## src/hw/rtl/pfq_pkg.sv

```systemverilog
// ----------------------------------------------------------------------------
// pfq_pkg
// Shared types, codes and sizes for the priority fifo queue and its cells.
// ----------------------------------------------------------------------------
package pfq_pkg;

	// queue sizing
	localparam int QUEUE_DEPTH = 64;
	localparam int CNT_W       = $clog2(QUEUE_DEPTH + 1);
	localparam int OCC_W       = 7;

	// field widths
	localparam int MODE_W = 2;
	localparam int ID_W   = 16;
	localparam int PRI_W  = 4;
	localparam int ARR_W  = 32;
	localparam int STAT_W = 2;

	// operation codes
	localparam logic [MODE_W-1:0] MODE_APPEND = 2'd0;
	localparam logic [MODE_W-1:0] MODE_INSERT = 2'd1;
	localparam logic [MODE_W-1:0] MODE_POP    = 2'd2;

	// status codes
	localparam logic [STAT_W-1:0] STAT_DONE  = 2'd0;
	localparam logic [STAT_W-1:0] STAT_EMPTY = 2'd1;
	localparam logic [STAT_W-1:0] STAT_FULL  = 2'd2;

	// one queued entry
	typedef struct packed {
		logic [ID_W-1:0]  id;
		logic [PRI_W-1:0] pri;
		logic [ARR_W-1:0] arr;
	} entry_t;

	// request payload
	typedef struct packed {
		logic [MODE_W-1:0] mode;
		logic [ID_W-1:0]   entry_id;
		logic [PRI_W-1:0]  entry_priority;
		logic [ARR_W-1:0]  entry_arrival;
	} req_t;

	// response payload
	typedef struct packed {
		logic [STAT_W-1:0] status;
		logic [ID_W-1:0]   popped_id;
		logic [PRI_W-1:0]  popped_priority;
		logic [ARR_W-1:0]  popped_arrival;
		logic [OCC_W-1:0]  occupancy;
	} rsp_t;

	// control broadcast from the sequencer to every cell
	typedef struct packed {
		logic             cap;   // compare phase: latch match flags
		logic             prio;  // request is a priority insert
		logic             ins;   // apply phase: shift toward tail and insert
		logic             pop;   // apply phase: shift toward head
		logic [CNT_W-1:0] count; // entries held before the request
	} cell_ctrl_t;

	// sequencer states
	typedef enum logic [1:0] {
		ST_IDLE  = 2'b01,
		ST_APPLY = 2'b10
	} state_t;

endpackage

```

## src/hw/rtl/pfq_cell.sv

```systemverilog
// ----------------------------------------------------------------------------
// pfq_cell
// One queue position: holds an entry, compares it against a new request and
// shifts toward head or tail together with its neighbors.
// ----------------------------------------------------------------------------
module pfq_cell (
	input  logic                    clk,
	input  logic [pfq_pkg::CNT_W-1:0] cell_idx,
	input  pfq_pkg::cell_ctrl_t     ctrl,
	input  pfq_pkg::entry_t         cand,
	input  pfq_pkg::entry_t         ins_entry,
	input  pfq_pkg::entry_t         left_entry,
	input  pfq_pkg::entry_t         right_entry,
	input  logic                    found_in,
	output logic                    found_out,
	output pfq_pkg::entry_t         entry
);
	import pfq_pkg::*;

	entry_t entry_q;
	logic   mark_q;
	logic   occupied;
	logic   beat;

	// new entry must stand ahead of this one
	assign occupied = cell_idx < ctrl.count;
	assign beat = occupied &&
		((cand.pri > entry_q.pri) ||
		 ((cand.pri == entry_q.pri) && (cand.arr < entry_q.arr)));

	// insertion point search hands a flag down the row
	assign found_out = found_in | mark_q;
	assign entry     = entry_q;

	// match flag latched when the request is taken
	always_ff @(posedge clk) begin
		if (ctrl.cap) begin
			mark_q <= !occupied || (ctrl.prio && beat);
		end
	end

	// entry storage and neighbor shifts
	always_ff @(posedge clk) begin
		if (ctrl.ins) begin
			if (found_in) begin
				entry_q <= left_entry;
			end else if (mark_q) begin
				entry_q <= ins_entry;
			end
		end else if (ctrl.pop) begin
			entry_q <= right_entry;
		end
	end

endmodule

```

## config.mk

```make
export PLATFORM = sky130hd
export DESIGN_NAME = pfq_cell
export DESIGN_NICKNAME = d
export VERILOG_FILES = /design/src/hw/rtl/pfq_pkg.sv /design/src/hw/rtl/pfq_cell.sv
export SDC_FILE = /design/constraint.sdc
export NUM_CORES = 1
export LEC_CHECK = 0
export ABC_AREA = 1
export BUFFER_PORTS_ARGS = -buffer_cell sky130_fd_sc_hd__buf_4
export CAP_MARGIN = 20
export CORE_ASPECT_RATIO = 0.9
export CORE_UTILIZATION = 25
export CTS_BUF_LIST = sky130_fd_sc_hd__clkbuf_8
export DETAILED_ROUTE_END_ITERATION = 6
export GPL_TIMING_DRIVEN = 0
export PLACE_DENSITY_LB_ADDON = 0.1
export SLEW_MARGIN = 10
export SYNTH_ARGS = -nofsm -noshare
export SYNTH_HDL_FRONTEND = slang
export SYNTH_SLANG_ARGS = --single-unit
```

## constraint.sdc

```tcl
create_clock -name clk -period 3.8 [get_ports clk]
set_clock_uncertainty 0.15 [all_clocks]
set_input_delay 0.19 -clock clk [delete_from_list [all_inputs] [get_ports clk]]
set_output_delay 0.19 -clock clk [all_outputs]
set_load 0.02 [all_outputs]
```

==> impl_results.md <==
- Status: completed
- PostCTS Resize Cnt: 0
- Worst-path clk slew: 0.10 ns
- Setup tns final: 0 ns
- Max_cap viols: 0
- Clock tree root buffer cell: clkbuf_8
- Reg2reg start: entry[31]$_DFFE_PP_
- Slew margin rel.: 51.86%
- DRT Pass-1 Iters: 4
- Clk_lat worst skew: 0.31 ns
- Routed Antenna Nets: 0
- Global-route usage over all layers: 17.18%
- VDD IR max: 0.1305 mV
- Slew Viols, Final: 0
- # H-tree levels: 2
- Die area: 0.01541 sq mm
- Fmax: 530.6 MHz
- Largest net degree at the start of global routing: 53
- Pwr Total: 1699 uW
- Register area share after synthesis: 42.67%
- Clk sink count: 53
- Nets: 997
- Reg2reg end: mark_q$_DFFE_PP_
- Detailed Route Iter0 Violations: 98
- CP max FO: 2
- Io pins: 281
- CTS Buffer Depth: 2
- CP Data Arrival Time: 1.81 ns
- Tcrit/Tclk final: 49.59%
- CTS buffer count: 5
- Site Rows: 41
- Unrepaired setup endpoints after global routing: no
- Vias per cell: 4.422
- Final min period: 1.885 ns
- Core Region: 0.01431 sq mm
- Reg2Reg Setup Slack: 1.92 ns
- Syn Std Cell Area: 0.003730 sq mm
- Synth-to-Final Area Change: 61.86%
- Cell variety after synth: 24
- Initial Util: 26.06%
- Filler Cell Count: 1481
- Via count: 4073
- Hold path cells: 3
- Detailed placement HPWL: 11080 um
- Synth Net Count: 727
- HP Start: right_entry[45]
- DRC: 0
- Yosys reg bits: 53
- Worst reg-to-reg path cell count: 11
- Die height: 117.9 um
- Syn_area_per_cell: 8.144 sq um
- Synth warn: 0
- Kind of critical path: flop to flop
- Final RePlAce weighted congestion: 0.7854
- CP Capture Type: flop
- Number of global-route vias before repair: 4247
- Gate Count Post-Synth: 458
- Wire per inst: 14.44 um
- CP Data Required Time: 3.73 ns
- Antenna violations before repair: 0
- Top-area cell type share of the netlist area: 42.67%
- Die width: 130.8 um
- Worst Hold Class: input pin to flop
- Final WL: 13300 um
- CTS tree: yes
- Input/output buffers: 262
- First-pass GRT wire length: 20210 um
- N_diodes: 0
- Actual slew at the worst max-slew pin: 0.7220 ns
- WHS Endpoint: entry[45]$_DFFE_PP_
- Final Hold Viols: 0
- Share of cells above drive strength 1: 40.80%
- Final setup viols: 0
- Worst Setup Start Kind: flop
- Ranking of synthesized cells by area: edfxtp_1, nand2_1, ha_1, a31oi_1, nor2_1
- GRT overflow: 0
- Area leader, netlist: edfxtp_1
- Cell leakage power: 0.003065 uW
- Power Density: 281.4 mW/mm^2
metrics by stage:
step | util, % | instance area [sq um] | worst slack, ns | instances | hold slack (ns)
global placement | 41.49 | 5938 | 1.426 | 913 | 0.2378
CTS | 42.18 | 6037 | 1.863 | 921 | 0.04289
global route | 42.18 | 6037 | 1.774 | 921 | 0.05221
detailed placement | 41.52 | 5942 | 1.868 | 913 | 0.2411
finish | 42.18 | 6037 | 1.915 | 921 | 0.05985
floorplan | - | 3730 | 1.894 | 458 | 0.1525
synthesized netlist by cell type:
cell	number
nand3_2	1
o21ai_0	4
a21oi_2	1
ha_1	41
mux2_2	1
nor3_2	2
nand4_2	1
nor2_1	59
buf_2	18
nand2_1	137
o211ai_1	2
a21oi_1	20
clkbuf_1	5
edfxtp_1	53
inv_2	1
nor2_4	1
o21ai_1	2
inv_1	51
nand2_2	2
or2_1	1
o21a_1	1
nand4_1	1
o31a_1	1
a31oi_1	52
worst max-delay path: stages (launching register included):
cell	delay, ns
edfxtp_1	0.36
inv_1	0.05
ha_1	0.30
nand2_2	0.08
nor2_4	0.13
nand4_2	0.12
a21oi_2	0.15
nor2_1	0.06
nand2_1	0.09
nand2_1	0.05
nand2_1	0.06
nand2_1	0.04
how the worst max path moves through the flow:
| stage | start | slack [ns] | endpoint |
|---|---|---|---|
| final | entry[31]$_DFFE_PP_ | 1.92 | mark_q$_DFFE_PP_ |
| after global routing | entry[1]$_DFFE_PP_ | 1.77 | mark_q$_DFFE_PP_ |
| after CTS | entry[31]$_DFFE_PP_ | 1.86 | mark_q$_DFFE_PP_ |
| after detailed placement | ctrl[8] | 1.87 | entry[49]$_DFFE_PP_ |
| after global placement | ctrl[8] | 1.43 | entry[46]$_DFFE_PP_ |
| after floorplan | found_in | 1.89 | entry[0]$_DFFE_PP_ |
logic make-up after synthesis:
group                    count (synthesis)  synth area share [%]
AND/OR/NAND/NOR                        205                 21.84
AO/OA/AOI/OAI                           83                 13.28
buffers and inverters                   75                 8.152
flip-flops                              53                 42.67
adder cells (fa/ha/maj)                 41                 13.75
multiplexers                             1                0.3019
placed cells by master, fill, tap and decap left out, drive strengths merged:
cell / n
nand3: 1
a21oi: 21
nand4: 2
o211ai: 2
o21ai: 6
edfxtp: 53
ha: 41
dlygate4sd3: 1
nand2: 139
o21a: 1
clkbuf: 10
buf: 280
o31a: 1
clkinvlp: 1
nor3: 2
mux2: 1
inv: 52
or2: 1
nor2: 60
clkinv: 1
a31oi: 52
flip-flops by register name, summed over array words and instances, names as in the netlist:
register / count
mark_q: 1
entry: 52
cell type report:
type | count | area (sq um) | share of cell area [%]
timing repair buffer | 263 | 1977 | 32.75
multi-input combinational | 330 | 1838 | 30.45
sequential | 53 | 1592 | 26.36
tap | 193 | 241.5 | 4.000
inverter | 52 | 195.2 | 3.233
buffer | 23 | 108.9 | 1.803
clock buffer | 5 | 68.82 | 1.140
clock inverter | 2 | 16.27 | 0.2694
power by group:
group | switching (uW) | internal, uW
Clock | 198 | 128
Combinational | 314 | 310
Sequential | 26.8 | 722
layer usage:
metal | vias to the layer above | global-route usage, % | share of wire [%]
met4 | 0 | 4.885 | 2.0
met5 | - | 0 | 0
met3 | 20 | 6.364 | 10
met2 | 184 | 30.99 | 49
li1 | 2083 | - | -
met1 | 1786 | 18.37 | 39
repair_timing:
item / in CTS / in global routing
hold endpoints to repair: 1 / 0
hold buffers: 1 / 0
setup buffers: 0 / 0
Note: power is estimated with default switching activity, not from simulation.
